### config.mk
export PLATFORM = sky130hd
export DESIGN_NAME = gas_sensor_supervisor_bar_level
export DESIGN_NICKNAME = d
export VERILOG_FILES = /design/src/rtl/gss_pkg.sv /design/src/rtl/gss_history.sv /design/src/rtl/gss_level.sv /design/src/rtl/gas_sensor_supervisor_bar_level.sv
export SDC_FILE = /design/constraint.sdc
export NUM_CORES = 1
export LEC_CHECK = 0
export BUFFER_PORTS_ARGS = -buffer_cell sky130_fd_sc_hd__buf_2
export CAP_MARGIN = 20
export CORE_MARGIN = 2
export CORE_UTILIZATION = 47
export DETAILED_ROUTE_END_ITERATION = 8
export GPL_TIMING_DRIVEN = 0
export SLEW_MARGIN = 20
export SYNTH_ARGS = -nofsm -noshare
export SYNTH_HDL_FRONTEND = slang
export SYNTH_SLANG_ARGS = --single-unit
### constraint.sdc
create_clock -name clk -period 11.2 [get_ports clk]
set_clock_uncertainty 0.15 [all_clocks]
set_input_delay 2.24 -clock clk [delete_from_list [all_inputs] [get_ports clk]]
set_output_delay 2.24 -clock clk [all_outputs]
set_load 0.005 [all_outputs]
### src/rtl/gss_pkg.sv
// Shared types, constants and tables for the gas sensor supervisor bar-level block.
`default_nettype none

package gss_pkg;

  // Item geometry
  localparam int unsigned HISTORY_DEPTH = 5;
  localparam int unsigned LEVEL_COUNT   = 9;
  localparam int unsigned READING_W     = 16;
  localparam int unsigned LEVEL_W       = 4;
  localparam int unsigned FILL_W        = $clog2(HISTORY_DEPTH + 1);

  // Register widths
  localparam int unsigned TICK_W     = 16;
  localparam int unsigned INTERVAL_W = 32;
  localparam int unsigned WARM_W     = 8;
  localparam int unsigned INVALID_W  = 4;
  localparam int unsigned CFG_ADDR_W = 2;
  localparam int unsigned CFG_DATA_W = 32;

  // Register reset values
  localparam logic [TICK_W-1:0]     TICK_PERIOD_RST     = TICK_W'(5000);
  localparam logic [INTERVAL_W-1:0] REPORT_INTERVAL_RST = INTERVAL_W'(60000);
  localparam logic [WARM_W-1:0]     WARM_UP_RST         = WARM_W'(3);
  localparam logic [INVALID_W-1:0]  INVALID_LIMIT_RST   = INVALID_W'(5);

  // Saturation limit of the invalid counter
  localparam logic [INVALID_W-1:0]  INVALID_MAX = '1;

  // Register indexes of the configuration port
  typedef enum logic [CFG_ADDR_W-1:0] {
    CFG_TICK_PERIOD     = 2'd0,
    CFG_REPORT_INTERVAL = 2'd1,
    CFG_WARM_UP_REPORTS = 2'd2,
    CFG_INVALID_LIMIT   = 2'd3
  } cfg_reg_t;

  // Bar thresholds in ppm; slots past the ninth can never be exceeded
  localparam logic [READING_W-1:0] THRESHOLDS [16] = '{
    16'd400,   16'd550,   16'd700,   16'd850,   16'd1000,  16'd1333,
    16'd1666,  16'd2000,  16'd2300,  16'd65535, 16'd65535, 16'd65535,
    16'd65535, 16'd65535, 16'd65535, 16'd65535
  };

  // Control from the supervisor to the history
  typedef struct packed {
    logic push;
    logic clear;
  } hist_ctrl_t;

  // One result transaction
  typedef struct packed {
    logic                 report;
    logic [READING_W-1:0] report_value;
    logic                 restart;
    logic [LEVEL_W-1:0]   bar_level;
    logic                 bar_update;
  } gss_result_t;

endpackage

`default_nettype wire

### src/rtl/gss_history.sv
// Reading history with fill count and stuck-reading detection.
`default_nettype none

module gss_history (
  input  wire                                clk,
  input  wire                                rst_n,
  input  wire gss_pkg::hist_ctrl_t           ctrl,
  input  wire [gss_pkg::READING_W-1:0]       value,
  output logic                               stuck
);

  logic [gss_pkg::READING_W-1:0] hist_r   [gss_pkg::HISTORY_DEPTH];
  logic [gss_pkg::READING_W-1:0] hist_nxt [gss_pkg::HISTORY_DEPTH];
  logic [gss_pkg::FILL_W-1:0]    fill_r;
  logic [gss_pkg::FILL_W-1:0]    fill_nxt;
  logic                          full;
  logic [gss_pkg::HISTORY_DEPTH-1:0] same;

  assign full = (fill_r == gss_pkg::FILL_W'(gss_pkg::HISTORY_DEPTH));

  // Fill the next free slot, or shift out the oldest once full
  for (genvar i = 0; i < gss_pkg::HISTORY_DEPTH; i++) begin : g_ent
    logic [gss_pkg::READING_W-1:0] shifted;
    if (i < gss_pkg::HISTORY_DEPTH - 1) begin : g_mid
      assign shifted = hist_r[i+1];
    end else begin : g_last
      assign shifted = value;
    end
    always_comb begin
      hist_nxt[i] = hist_r[i];
      if (ctrl.push) begin
        if (full) begin
          hist_nxt[i] = shifted;
        end else if (fill_r == gss_pkg::FILL_W'(i)) begin
          hist_nxt[i] = value;
        end
      end
    end
    assign same[i] = (hist_nxt[i] == hist_nxt[0]);
  end

  assign fill_nxt = (ctrl.push && !full) ? fill_r + 1'b1 : fill_r;

  // Stuck when the history after this push is full of equal readings
  assign stuck = (fill_nxt == gss_pkg::FILL_W'(gss_pkg::HISTORY_DEPTH)) && (&same);

  // Hold the fill count; a restart empties the history
  always_ff @(posedge clk) begin
    if (!rst_n || ctrl.clear) begin
      fill_r <= '0;
    end else begin
      fill_r <= fill_nxt;
    end
  end

  // Store entries on a push
  always_ff @(posedge clk) begin
    if (ctrl.push) begin
      hist_r <= hist_nxt;
    end
  end

endmodule

`default_nettype wire

### src/rtl/gss_level.sv
// Bar level: count of thresholds the reading strictly exceeds.
`default_nettype none

module gss_level (
  input  wire  [gss_pkg::READING_W-1:0] reading,
  output logic [gss_pkg::LEVEL_W-1:0]   level
);

  logic [gss_pkg::LEVEL_COUNT-1:0] hit;

  // Compare against every threshold in parallel
  for (genvar i = 0; i < gss_pkg::LEVEL_COUNT; i++) begin : g_cmp
    assign hit[i] = (reading > gss_pkg::THRESHOLDS[i]);
  end

  assign level = gss_pkg::LEVEL_W'($countones(hit));

endmodule

`default_nettype wire

### src/rtl/gas_sensor_supervisor_bar_level.sv
// Top level of the gas sensor supervisor: timing, reporting, restart and bar level.
//
//   channel | direction | handshake            | payload
//   --------+-----------+----------------------+-----------------------------------------
//   in      | input     | in_valid / in_stall   | in_co2_reading
//   out     | output    | out_valid / out_stall | out_report, out_report_value, out_restart,
//           |           |                      | out_bar_level, out_bar_update
//   cfg     | input     | cfg_we               | cfg_addr, cfg_wdata
//
// One transaction per cycle while in_stall is low: the whole update is a single
// pass from the state registers to the result register, or to the skid entry.
// A result register plus one skid entry sit on the output; in_stall rises only
// when the skid entry is occupied.
// Reset is synchronous, active low, and loads register defaults and clears state.
`default_nettype none

module gas_sensor_supervisor_bar_level (
  input  wire                               clk,
  input  wire                               rst_n,
  // input channel
  input  wire                               in_valid,
  output logic                              in_stall,
  input  wire  [gss_pkg::READING_W-1:0]     in_co2_reading,
  // result channel
  output logic                              out_valid,
  input  wire                               out_stall,
  output logic                              out_report,
  output logic [gss_pkg::READING_W-1:0]     out_report_value,
  output logic                              out_restart,
  output logic [gss_pkg::LEVEL_W-1:0]       out_bar_level,
  output logic                              out_bar_update,
  // configuration
  input  wire                               cfg_we,
  input  wire  [gss_pkg::CFG_ADDR_W-1:0]    cfg_addr,
  input  wire  [gss_pkg::CFG_DATA_W-1:0]    cfg_wdata
);

  // Configuration registers
  logic [gss_pkg::TICK_W-1:0]     tick_period_r;
  logic [gss_pkg::INTERVAL_W-1:0] report_interval_r;
  logic [gss_pkg::WARM_W-1:0]     warm_up_reports_r;
  logic [gss_pkg::INVALID_W-1:0]  invalid_limit_r;

  // Supervisor state
  logic [gss_pkg::INTERVAL_W-1:0] elapsed_ms_r, elapsed_ms_nxt;
  logic [gss_pkg::WARM_W-1:0]     warm_up_left_r, warm_up_left_nxt;
  logic [gss_pkg::INVALID_W-1:0]  invalid_count_r, invalid_count_nxt;
  logic [gss_pkg::LEVEL_W-1:0]    shown_level_r;
  logic                           shown_valid_r;

  // Output register and skid entry
  gss_pkg::gss_result_t out_r, skid_r, result;
  logic                 out_valid_r, skid_valid_r;

  logic                           accept;
  logic                           out_take;
  logic [gss_pkg::INTERVAL_W:0]   elapsed_sum;
  logic [gss_pkg::INTERVAL_W-1:0] elapsed_sat;
  logic                           step;
  logic                           report_c;
  logic                           restart_c;
  logic                           stuck;
  logic [gss_pkg::LEVEL_W-1:0]    level;
  logic                           update_c;
  gss_pkg::hist_ctrl_t            hist_ctrl;

  assign accept   = in_valid && !in_stall;
  assign out_take = out_valid_r && !out_stall;
  assign in_stall = skid_valid_r;

  // Advance elapsed time, saturating at all ones
  assign elapsed_sum = {1'b0, elapsed_ms_r} + {{(gss_pkg::INTERVAL_W + 1 - gss_pkg::TICK_W){1'b0}},
                                               tick_period_r};
  assign elapsed_sat = elapsed_sum[gss_pkg::INTERVAL_W] ? '1
                                                       : elapsed_sum[gss_pkg::INTERVAL_W-1:0];
  assign step        = (elapsed_sat > report_interval_r);

  // Report step: invalid counting, warm-up and report decision
  always_comb begin
    elapsed_ms_nxt    = elapsed_sat;
    invalid_count_nxt = invalid_count_r;
    warm_up_left_nxt  = warm_up_left_r;
    report_c          = 1'b0;
    if (step) begin
      elapsed_ms_nxt = '0;
      if (in_co2_reading == '0) begin
        if (invalid_count_r != gss_pkg::INVALID_MAX) begin
          invalid_count_nxt = invalid_count_r + 1'b1;
        end
      end else begin
        invalid_count_nxt = '0;
      end
      if (warm_up_left_r == '0) begin
        report_c = 1'b1;
      end else begin
        warm_up_left_nxt = warm_up_left_r - 1'b1;
      end
    end
  end

  assign hist_ctrl.push  = accept && step;
  assign hist_ctrl.clear = accept && restart_c;

  gss_history u_history (
    .clk   (clk),
    .rst_n (rst_n),
    .ctrl  (hist_ctrl),
    .value (in_co2_reading),
    .stuck (stuck)
  );

  gss_level u_level (
    .reading (in_co2_reading),
    .level   (level)
  );

  // Restart decision and bar update
  assign restart_c = (invalid_count_nxt > invalid_limit_r) || stuck;
  assign update_c  = !restart_c && (!shown_valid_r || (shown_level_r != level));

  always_comb begin
    result.report       = report_c;
    result.report_value = in_co2_reading;
    result.restart      = restart_c;
    result.bar_level    = restart_c ? '0 : level;
    result.bar_update   = update_c;
  end

  // Configuration writes and supervisor state
  always_ff @(posedge clk) begin
    if (!rst_n) begin
      tick_period_r     <= gss_pkg::TICK_PERIOD_RST;
      report_interval_r <= gss_pkg::REPORT_INTERVAL_RST;
      warm_up_reports_r <= gss_pkg::WARM_UP_RST;
      invalid_limit_r   <= gss_pkg::INVALID_LIMIT_RST;
      elapsed_ms_r      <= '0;
      warm_up_left_r    <= gss_pkg::WARM_UP_RST;
      invalid_count_r   <= '0;
      shown_level_r     <= '0;
      shown_valid_r     <= 1'b0;
    end else begin
      if (cfg_we) begin
        unique case (gss_pkg::cfg_reg_t'(cfg_addr))
          gss_pkg::CFG_TICK_PERIOD:     tick_period_r     <= cfg_wdata[gss_pkg::TICK_W-1:0];
          gss_pkg::CFG_REPORT_INTERVAL: report_interval_r <= cfg_wdata[gss_pkg::INTERVAL_W-1:0];
          gss_pkg::CFG_WARM_UP_REPORTS: warm_up_reports_r <= cfg_wdata[gss_pkg::WARM_W-1:0];
          gss_pkg::CFG_INVALID_LIMIT:   invalid_limit_r   <= cfg_wdata[gss_pkg::INVALID_W-1:0];
          default: ;
        endcase
      end
      if (accept) begin
        if (restart_c) begin
          elapsed_ms_r    <= '0;
          warm_up_left_r  <= warm_up_reports_r;
          invalid_count_r <= '0;
          shown_level_r   <= '0;
          shown_valid_r   <= 1'b0;
        end else begin
          elapsed_ms_r    <= elapsed_ms_nxt;
          warm_up_left_r  <= warm_up_left_nxt;
          invalid_count_r <= invalid_count_nxt;
          if (update_c) begin
            shown_level_r <= level;
            shown_valid_r <= 1'b1;
          end
        end
      end
    end
  end

  // Output valid flags: result register first, skid entry when it is held
  always_ff @(posedge clk) begin
    if (!rst_n) begin
      out_valid_r  <= 1'b0;
      skid_valid_r <= 1'b0;
    end else begin
      if (skid_valid_r) begin
        if (out_take) begin
          skid_valid_r <= 1'b0;
        end
      end else if (accept) begin
        if (out_valid_r && !out_take) begin
          skid_valid_r <= 1'b1;
        end else begin
          out_valid_r <= 1'b1;
        end
      end else if (out_take) begin
        out_valid_r <= 1'b0;
      end
    end
  end

  // Output payload: load from skid on drain, otherwise from the new result
  always_ff @(posedge clk) begin
    if (skid_valid_r) begin
      if (out_take) begin
        out_r <= skid_r;
      end
    end else if (accept) begin
      if (out_valid_r && !out_take) begin
        skid_r <= result;
      end else begin
        out_r <= result;
      end
    end
  end

  assign out_valid        = out_valid_r;
  assign out_report       = out_r.report;
  assign out_report_value = out_r.report_value;
  assign out_restart      = out_r.restart;
  assign out_bar_level    = out_r.bar_level;
  assign out_bar_update   = out_r.bar_update;

`ifndef SYNTH
  // A restart result carries no bar level and no update
  a_restart_quiet: assert property (@(posedge clk) disable iff (!rst_n)
    out_valid && out_restart |-> out_bar_level == '0 && !out_bar_update)
    else $error("restart result carries a bar level or update");

  // The skid entry only fills behind a held result
  a_skid_behind_out: assert property (@(posedge clk) disable iff (!rst_n)
    skid_valid_r |-> out_valid_r)
    else $error("skid entry valid with empty result register");

  // An accepted restart clears the supervisor state
  a_restart_clears: assert property (@(posedge clk) disable iff (!rst_n)
    accept && restart_c |=> elapsed_ms_r == '0 && invalid_count_r == '0 && !shown_valid_r
                            && warm_up_left_r == warm_up_reports_r)
    else $error("state not cleared after restart");

  // Bar level never exceeds the threshold count
  a_level_range: assert property (@(posedge clk) disable iff (!rst_n)
    out_valid |-> out_bar_level <= gss_pkg::LEVEL_W'(gss_pkg::LEVEL_COUNT))
    else $error("bar level out of range");

  // An update always records the shown level
  a_update_records: assert property (@(posedge clk) disable iff (!rst_n)
    accept && update_c |=> shown_valid_r && shown_level_r == $past(level))
    else $error("shown level not recorded on update");
`endif

endmodule

`default_nettype wire
==> metrics.txt, run 1 <==
status completed; CP endpoint kind flop; routed via count between 10000 and 15000; actual transition at the worst max-transition pin 1.21 ns; initial core utilization 47.6%; number of nets in the finished design 1944; dominant synthesized flop cell sky130_fd_sc_hd__edfxtp_1; die outline area between 30000 and 40000 sq um; total setup buffers inserted after CTS 0; Tmin final roughly 9.6 ns; Worst EP arrival around 9.9 ns; sink count of the clock tree 240; worst setup path class reg2reg; number of enable-type register cells in the synthesized netlist 126; CTS tree done; 1st-pass router iterations 6; Iter 0 DRT Violations 1241; Required @ worst endpoint about 11 ns; synthesized net count 1832; Die Y-Extent between 150 and 200 um; total CTS buffers 28; Via density 6.10; final weighted congestion in routability-driven placement 1.03; share of the yosys chip area belonging to registers 39.1%; filler-free cell count of the finished design 2282; number of inserted diodes 0; area of the core around 33000 sq um; post-synthesis instance area about 15000 sq um; number of setup violations in the final report 0; HPWL Detailed roughly 40000 um; cell count after placement 2230; layout overhead on the synthesized area 12.2%; unrepaired setup endpoints after global routing no; vias in the first global route 13200; Max rail drop VDD between 0.0001 and 0.00015 V; worst setup timing slack at the placement stage approximately 1.5 ns; Worst-path clk slew roughly 0.060 ns; count of pins over their slew limit 0; number of endpoints with negative hold slack in the final report 0; max incr delay on CP around 0.65 ns; type of origin of the critical path flop; type of the tightest min-delay check reg2reg; Post-synth ARST share 0%; CP Max Fanout 10; relative slew slack a little under 20%; Most Frequent Cell on Critical Path sky130_fd_sc_hd__a21oi_1; P per Cell Area 122 nW/um^2; routed len/inst between 20 and 25 um; Clock Root Buffer sky130_fd_sc_hd__clkbuf_16; final worst slack between 1.5 and 2 ns; H-tree lvl count 1; post-cts sizing count 0; Worst path slowest cell sky130_fd_sc_hd__or4_1; Residual DRC 0; flip-flop and latch count after synthesis between 200 and 250; static leakage power ~6.8 nW; Site Rows 66; total routing resource utilization after global routing just over 30%; YS warnings 0; clock insertion delay at the later pin of the skew report ~0.57 ns; Tcrit/Tclk final between 80% and 90%; Routed Antenna Nets 0; Max-Cap Viols 0; Cell variety after synth 86; share of cells above drive strength 1 between 10% and 20%; global-route wire length before repair a little over 80000 um; Chip Width between 150 and 200 um; final routed wirelength across all metal layers between 50000 and 60000 um; I/O pin cnt 80; maximum root-to-sink buffer count 3; number of instances in the synthesized netlist approximately 1700; I/O Buffers 78; remaining global-route overflow 0; mean post-synth cell area 9.08 sq um; initial antenna violation count 1; hold_buf cts 0; pin count of the biggest net entering global routing 34; FMAX ~100 MHz
-- registers in the layout, summed over array words and instances (netlist names), 3 cells and up --
register	count
u_history.g_ent.shifted	64
shown_level_r	4
skid_r	23
warm_up_reports_r	8
invalid_limit_r	4
u_history.hist_r	16
out_report_value	16
out_bar_level	4
invalid_count_r	4
tick_period_r	16
u_history.fill_r	3
warm_up_left_r	8
report_interval_r	32
elapsed_ms_r	32
-- where the power goes --
part | switching [mW] | internal, mW | total [mW] | leakage, nW
logic | 0.168 | 0.0976 | 0.266 | 4.28
clock network | 0.385 | 0.501 | 0.886 | 0.427
registers | 0.0139 | 0.952 | 0.965 | 2.07
total | 0.567 | 1.55 | 2.12 | 6.78
-- cell type report --
cell class              instances  area (sq um)
fillers                      3125         15100
multi-input cells            1273          8680
flip-flops and latches        240          6070
clock buffers                  42           815
well taps                     442           553
plain buffers                 108           454
repair buffers                 82           440
inverters                      86           323
clock inverters                 9          61.3
-- cell families after synthesis --
group | synth area share, %
simple gates | 16.0
compound gates | 17.3
flops | 39.1
buf+inv | 5.01
mux | 13.0
fa+ha+maj | 5.94
xor+xnor | 3.62
-- layer usage --
| layer | share of wire, % | track usage [%] | vias up |
|---|---|---|---|
| li1 | - | - | 6445 |
| met1 | 42 | 40.8 | 6748 |
| met2 | 47 | 52.2 | 595 |
| met3 | 7.3 | 4.66 | 125 |
| met4 | 4.1 | 11.7 | 2 |
| met5 | 0.020 | 0 | - |
-- stage by stage --
step	util (%)	hold slack, ns	area, sq um	TNS [ns]	power [mW]
detailed placement	50.7	0.296	16500	0	1.25
global route	53.4	0.322	17400	0	2.19
global placement	50.5	0.291	16400	-90.20	1.24
floorplan	-	0.279	15500	0	1.15
finish	53.4	0.303	17400	0	2.12
CTS	53.4	0.304	17400	0	2.13
-- final timing paths --
check,startpoint,endpoint,slack (ns),depth (start not counted)
worst max register to register,tick_period_r[0],shown_level_r[1],1.60,33
worst max-delay path,tick_period_r[0],shown_level_r[1],1.60,33
worst min-delay path,report_interval_r[21],report_interval_r[21],0.30,2
worst min register to register,report_interval_r[21],report_interval_r[21],0.30,2
-- cell usage after synthesis, types with 34 or more instances --
library cell | instances | share of area [%]
sky130_fd_sc_hd__nor2_1 | 85 | 2.1
sky130_fd_sc_hd__mux2i_1 | 127 | 8.2
sky130_fd_sc_hd__edfxtp_1 | 126 | 24
sky130_fd_sc_hd__dfxtp_1 | 114 | 15
sky130_fd_sc_hd__inv_1 | 84 | 2.0
sky130_fd_sc_hd__mux2_2 | 64 | 4.7
sky130_fd_sc_hd__o22ai_1 | 34 | 1.4
sky130_fd_sc_hd__xnor2_1 | 39 | 2.2
sky130_fd_sc_hd__clkbuf_1 | 69 | 1.7
sky130_fd_sc_hd__a21oi_1 | 137 | 4.4
sky130_fd_sc_hd__o21ai_0 | 72 | 2.3
sky130_fd_sc_hd__nand2_1 | 248 | 6.0
sky130_fd_sc_hd__ha_1 | 64 | 5.2
sky130_fd_sc_hd__nand3_1 | 46 | 1.5
-- critical path, delay by kind of cell (launching register included) --
kind | cells | cell delay [ns]
AOI/OAI and AO/OA | 15 | 3.66
adders and majority gates | 3 | 0.95
buffers and inverters | 7 | 1.98
DFF | 1 | 0.32
muxes | 1 | 0.14
and+or+nand+nor | 7 | 2.23
-- cell usage in the layout (no fill, tap or decap), drive strengths merged, types with 64 or more instances in the layout --
| cell type | synthesis | final |
|---|---|---|
| a21oi | 138 | 138 |
| buf | 39 | 121 |
| clkbuf | 69 | 111 |
| dfxtp | 114 | 114 |
| edfxtp | 126 | 126 |
| ha | 64 | 64 |
| inv | 85 | 85 |
| mux2 | 64 | 64 |
| mux2i | 128 | 128 |
| nand2 | 248 | 248 |
| nor2 | 85 | 85 |
| o21ai | 79 | 79 |
Note: power is estimated with default switching activity, not from simulation.
==> inputs of run 2 (changes only) <==
CORE_MARGIN = 3   (was 2)
==> run 2 against run 1 <==
Compared with the run above: sequential power hardly changed; non-clock buffer count down 2; global-route usage decreased by 1.7 points; cell count down 0.35%; combinational power barely moved; critical path type unchanged.
==> metrics.txt, run 2 (synthesis gave the netlist of run 1 again) <==
status completed (unchanged); Chip Width 188 um (was 186 um); number of nets in the finished design 1943 (was 1944); Tmin final 9.54 ns (was 9.60 ns); worst reg-to-reg path cell count 32 (was 33); WHS Path Cells 2 (unchanged); remaining global-route overflow 0 (unchanged); terminus of the critical flop-to-flop path out_bar_level[0] (was shown_level_r[1]); final weighted congestion in routability-driven placement 0.971 (was 1.03); type of the tightest min-delay check reg2reg (unchanged); filler-free cell count of the finished design 2274 (was 2282); Die Y-Extent 188 um (was 186 um); CP Max Fanout 10 (unchanged); Worst Hold Margin 0.303 ns (about the same); startpoint of the most critical register-to-register path tick_period_r[0] (unchanged); final routed wirelength across all metal layers 52900 um (was 53700 um); total CTS buffers 29 (was 28); I/O pin cnt 80 (unchanged); pin count of the biggest net entering global routing 34 (unchanged); CP endpoint kind flop (unchanged); Worst path slowest cell sky130_fd_sc_hd__a221oi_1 (was sky130_fd_sc_hd__or4_1); Tcrit/Tclk final 85.2% (was 85.7%); Clock Root Buffer sky130_fd_sc_hd__clkbuf_16 (unchanged); area post-placement 16500 sq um (about the same); 1st-pass router iterations 6 (unchanged); worst setup path endpoint out_bar_level[0] (was shown_level_r[1]); relative slew slack 26.3% (was 19.3%); die outline area 35200 sq um (was 34400 sq um); FMAX 105 MHz (was 104 MHz); Max rail drop VDD 0.000121 V (was 0.000106 V); actual transition at the worst max-transition pin 1.10 ns (was 1.21 ns); Worst Setup SP tick_period_r[0] (unchanged); clock insertion delay at the later pin of the skew report 0.57 ns (about the same); cell count after placement 2222 (was 2230); hold_buf cts 0 (unchanged); Finished Core Util 54.3% (was 53.4%); setup TNS 0 ns (unchanged); type of origin of the critical path flop (unchanged); number of setup violations in the final report 0 (unchanged); routed len/inst 23.3 um (was 23.5 um); max incr delay on CP 0.88 ns (was 0.65 ns); Required @ worst endpoint 11.35 ns (was 11.47 ns); global-route wire length before repair 81500 um (was 81000 um); register-to-register path setup slack 1.66 ns (was 1.60 ns); path length in cells of the critical path 32 (was 33); area of the core 32000 sq um (was 32500 sq um); I/O Buffers 78 (unchanged); Routed Antenna Nets 0 (unchanged); Max-Cap Viols 0 (unchanged); initial core utilization 48.4% (was 47.6%); CP top delay family compound AO/OA/AOI/OAI gates (unchanged); most common library cell in the layout ignoring fill and taps sky130_fd_sc_hd__nand2_1 (unchanged); sink count of the clock tree 240 (unchanged); Via density 6.08 (was 6.10); worst setup timing slack at the placement stage 1.68 ns (was 1.54 ns); Residual DRC 0 (unchanged); layout overhead on the synthesized area 12.3% (was 12.2%); P per Cell Area 123 nW/um^2 (was 122 nW/um^2); post-cts sizing count 0 (unchanged); number of endpoints with negative hold slack in the final report 0 (unchanged); worst setup path class reg2reg (unchanged); maximum root-to-sink buffer count 3 (unchanged); share of cells above drive strength 1 12.9% (was 13.2%); HPWL Detailed 39000 um (was 39700 um); number of inserted diodes 0 (unchanged); unrepaired setup endpoints after global routing no (unchanged); Site Rows 65 (was 66); vias in the first global route 13600 (was 13200); initial antenna violation count 0 (was 1); max FFs per register 64 (unchanged); Worst-path clk slew 0.06 ns (about the same); total buffers and inverters traversed by the critical path 6 (was 7); Most Frequent Cell on Critical Path sky130_fd_sc_hd__a21oi_1 (unchanged); Worst EP arrival 9.69 ns (was 9.87 ns); final worst slack 1.66 ns (was 1.60 ns); H-tree lvl count 1 (unchanged); highest-count cells in the layout ignoring fill and taps sky130_fd_sc_hd__nand2_1, sky130_fd_sc_hd__a21oi_1, sky130_fd_sc_hd__mux2i_1 (unchanged); Design Area, Final 17400 sq um (about the same); PnR Total Power 2.15 mW (was 2.12 mW); CTS tree done (unchanged); routed via count 13800 (was 13900); total routing resource utilization after global routing 29.5% (was 31.2%); static leakage power 6.79 nW (was 6.78 nW); total setup buffers inserted after CTS 0 (unchanged); Iter 0 DRT Violations 1204 (was 1241); count of pins over their slew limit 0 (unchanged)
[run 2: changes by cell type in the layout (fill, tap and decap cells not counted), sizes merged]
cell / change
clkbuf: +3
clkinv: -3
buf: -2
bufinv: +1
clkinvlp: -1
inv: +1
[run 2: worst min path at each step]
| stage | startpoint | endpoint | slack (ns) |
|---|---|---|---|
| 2_1_floorplan | elapsed_ms_r[0] | elapsed_ms_r[0] | 0.28 |
| 3_3_place_gp | elapsed_ms_r[0] | elapsed_ms_r[0] | 0.29 |
| 3_5_place_dp | report_interval_r[17] | report_interval_r[17] | 0.30 |
| 4_1_cts | warm_up_left_r[5] | warm_up_left_r[5] | 0.30 |
| 5_1_grt | report_interval_r[2] | report_interval_r[2] | 0.32 |
| 6_report | report_interval_r[29] | report_interval_r[29] | 0.30 |
[run 2: per-layer routing]
layer,GRT usage [%],vias to the layer above,share of wire (%)
li1,-,6470,-
met1,38.5,6686,43
met2,49.2,521,46
met3,3.98,140,6.2
met4,12.5,0,5.0
met5,0,-,0
[run 2: final cells by class]
| cell class | count | area [sq um] |
|---|---|---|
| Fill cell | 3074 | 14600 |
| Multi-Input combinational cell | 1273 | 8680 |
| Sequential cell | 240 | 6070 |
| Clock buffer | 45 | 836 |
| Tap cell | 435 | 544 |
| Buffer | 108 | 454 |
| Timing Repair Buffer | 80 | 430 |
| Inverter | 86 | 323 |
| Clock inverter | 7 | 80.1 |
[run 2: report_power, final]
| group | leakage [nW] | internal, mW | switching [mW] |
|---|---|---|---|
| clock network | 0.444 | 0.535 | 0.383 |
| registers | 2.07 | 0.952 | 0.0140 |
| logic | 4.27 | 0.0970 | 0.166 |
| total | 6.79 | 1.58 | 0.563 |
[run 2: worst min-delay path: stages (launching register included)]
cell and delay (ns):
sky130_fd_sc_hd__dfxtp_1 0.30, sky130_fd_sc_hd__nand2_1 0.05, sky130_fd_sc_hd__a21oi_1 0.05
==> inputs of run 3 (changes only) <==
--- a/config.mk
+++ b/config.mk
@@ -8,4 +8,5 @@
 export BUFFER_PORTS_ARGS = -buffer_cell sky130_fd_sc_hd__buf_2
 export CAP_MARGIN = 20
+export CORE_ASPECT_RATIO = 2
 export CORE_MARGIN = 3
 export CORE_UTILIZATION = 47
--- a/constraint.sdc
+++ b/constraint.sdc
@@ -3,3 +3,3 @@
 set_input_delay 2.24 -clock clk [delete_from_list [all_inputs] [get_ports clk]]
 set_output_delay 2.24 -clock clk [all_outputs]
-set_load 0.005 [all_outputs]
+set_load 0.1 [all_outputs]
==> run 3 against run 2 <==
Compared with the run above: sequential share of layout area increased by 0.31 points; global-route usage increased by 4.0 points; first-iteration DRC count decreased by 30%; flip-flop and latch count unchanged; register-to-register slack got worse by 0.79 ns.
==> metrics.txt, run 3 (synthesis gave the netlist of run 1 again) <==
status completed (unchanged); Worst EP arrival 10.59 ns (was 9.69 ns); Site Rows 93 (was 65); P per Cell Area 122 nW/um^2 (was 123 nW/um^2); maximum root-to-sink buffer count 3 (unchanged); FMAX 96.8 MHz (was 105 MHz); sink count of the clock tree 240 (unchanged); Max rail drop VDD 0.000133 V (was 0.000121 V); routed via count 13800 (about the same); final routed wirelength across all metal layers 60400 um (was 52900 um); Residual DRC 0 (unchanged); I/O pin cnt 80 (unchanged); clock insertion delay at the later pin of the skew report 0.56 ns (was 0.57 ns); vias in the first global route 13900 (was 13600); number of setup violations in the final report 0 (unchanged); worst setup path class reg2reg (unchanged); Layout fillers 3185 (was 3074); initial antenna violation count 0 (unchanged); number of inserted diodes 0 (unchanged); type of origin of the critical path flop (unchanged); Tmin final 10.33 ns (was 9.54 ns); Reg area 6070 sq um (unchanged); worst setup timing slack at the placement stage 1.09 ns (was 1.68 ns); max incr delay on CP 0.74 ns (was 0.88 ns); Clock Root Buffer sky130_fd_sc_hd__clkbuf_16 (unchanged); CP endpoint kind flop (unchanged); static leakage power 6.73 nW (was 6.79 nW); Required @ worst endpoint 11.47 ns (was 11.35 ns); most common library cell in the layout ignoring fill and taps sky130_fd_sc_hd__nand2_1 (unchanged); routed len/inst 26.8 um (was 23.3 um); cell count after placement 2214 (was 2222); Design Area, Final 17300 sq um (was 17400 sq um); initial core utilization 47.9% (was 48.4%); area post-placement 16500 sq um (about the same); remaining global-route overflow 0 (unchanged); filler-free cell count of the finished design 2259 (was 2274); Most Frequent Cell on Critical Path sky130_fd_sc_hd__a21oi_1 (unchanged); number of nets in the finished design 1939 (was 1943); 1st-pass router iterations 5 (was 6); unrepaired setup endpoints after global routing no (unchanged); max FFs per register 64 (unchanged); Routed Antenna Nets 0 (unchanged); Worst-path clk slew 0.06 ns (about the same); footprint of the multi-input gates 8680 sq um (about the same); setup TNS 0 ns (unchanged); total setup buffers inserted after CTS 0 (unchanged); H-tree lvl count 1 (unchanged); count of pins over their slew limit 0 (unchanged); layout overhead on the synthesized area 11.3% (was 12.3%); actual transition at the worst max-transition pin 1.13 ns (was 1.10 ns); PnR Total Power 2.11 mW (was 2.15 mW); Tcrit/Tclk final 92.2% (was 85.2%); total CTS buffers 25 (was 29); Max-Cap Viols 0 (unchanged); pin count of the biggest net entering global routing 35 (was 34); hold_buf cts 0 (unchanged); final weighted congestion in routability-driven placement 0.988 (was 0.971); number of endpoints with negative hold slack in the final report 0 (unchanged); Worst path slowest cell sky130_fd_sc_hd__a221oi_1 (unchanged); Chip Width 134 um (was 188 um); area of the core 32300 sq um (was 32000 sq um); global-route wire length before repair 87700 um (was 81500 um); highest-count cells in the layout ignoring fill and taps sky130_fd_sc_hd__nand2_1, sky130_fd_sc_hd__a21oi_1, sky130_fd_sc_hd__mux2i_1, sky130_fd_sc_hd__edfxtp_1, sky130_fd_sc_hd__dfxtp_1 (was sky130_fd_sc_hd__nand2_1, sky130_fd_sc_hd__a21oi_1, sky130_fd_sc_hd__mux2i_1); total routing resource utilization after global routing 33.5% (was 29.5%); HPWL Detailed 46700 um (was 39000 um); final worst slack 0.874 ns (was 1.66 ns); relative slew slack 22.4% (was 26.3%); CP Max Fanout 10 (unchanged); Die Y-Extent 263 um (was 188 um); I/O Buffers 78 (unchanged); share of cells above drive strength 1 12.9% (about the same); Via density 6.12 (was 6.08); CTS tree done (unchanged); die outline area 35300 sq um (was 35200 sq um); Iter 0 DRT Violations 841 (was 1204); type of the tightest min-delay check reg2reg (unchanged); post-cts sizing count 0 (unchanged)
==> run 3: cell types whose count changed in the layout (fill, tap and decap cells not counted), sizes merged <==
cell | before | now
clkinvlp | 1 | 0
bufinv | 1 | 0
inv | 86 | 87
clkinv | 5 | 7
clkbuf | 114 | 106
==> run 3: per-stage QoR <==
stage | hold slack (ns) | utilization [%]
after floorplan | 0.279 | -
after global placement | 0.288 | 50.8
after detailed placement | 0.297 | 51.0
after CTS | 0.307 | 53.3
after global routing | 0.323 | 53.3
final | 0.303 | 53.3
==> run 3: power by group <==
group          total (mW)  leakage, nW  switching (mW)  internal, mW
clock network       0.816        0.387           0.369         0.447
logic               0.328         4.27           0.230        0.0982
registers           0.966         2.07          0.0144         0.951
==> run 3: path summary, 6_finish.rpt <==
| check | startpoint | slack [ns] | to | depth (start not counted) |
|---|---|---|---|---|
| hold reg to reg | report_interval_r[8] | 0.30 | report_interval_r[8] | 2 |
| setup reg to reg | tick_period_r[0] | 0.87 | u_history.fill_r[0] | 31 |
| hold / removal | report_interval_r[8] | 0.30 | report_interval_r[8] | 2 |
| setup / recovery | tick_period_r[0] | 0.87 | u_history.fill_r[0] | 31 |
==> run 3: critical path: cells and delay by family, from the launching register on <==
family / cells / cell delay (ns)
compound gates: 16 / 4.76
fa+ha+maj: 3 / 0.99
buf+inv: 5 / 1.77
flops: 1 / 0.32
mux: 1 / 0.19
simple gates: 6 / 1.96
==> run 3: metal layers <==
metal	vias up	GRT usage, %	routed length (um)	part of all wire, %
li1	6435	-	-	-
met1	6664	31.2	19400	32
met2	491	63.3	32300	53
met3	237	3.97	2490	4.1
met4	0	27.2	6240	10
met5	-	0	0	0
==> run 3: final cells by class <==
type	instances	share of cell area, %
plain buffers	108	2.63
clock inverters	8	0.261
well taps	427	3.10
repair buffers	80	2.49
clock buffers	37	4.19
flip-flops and latches	240	35.2
multi-input cells	1273	50.3
inverters	86	1.87
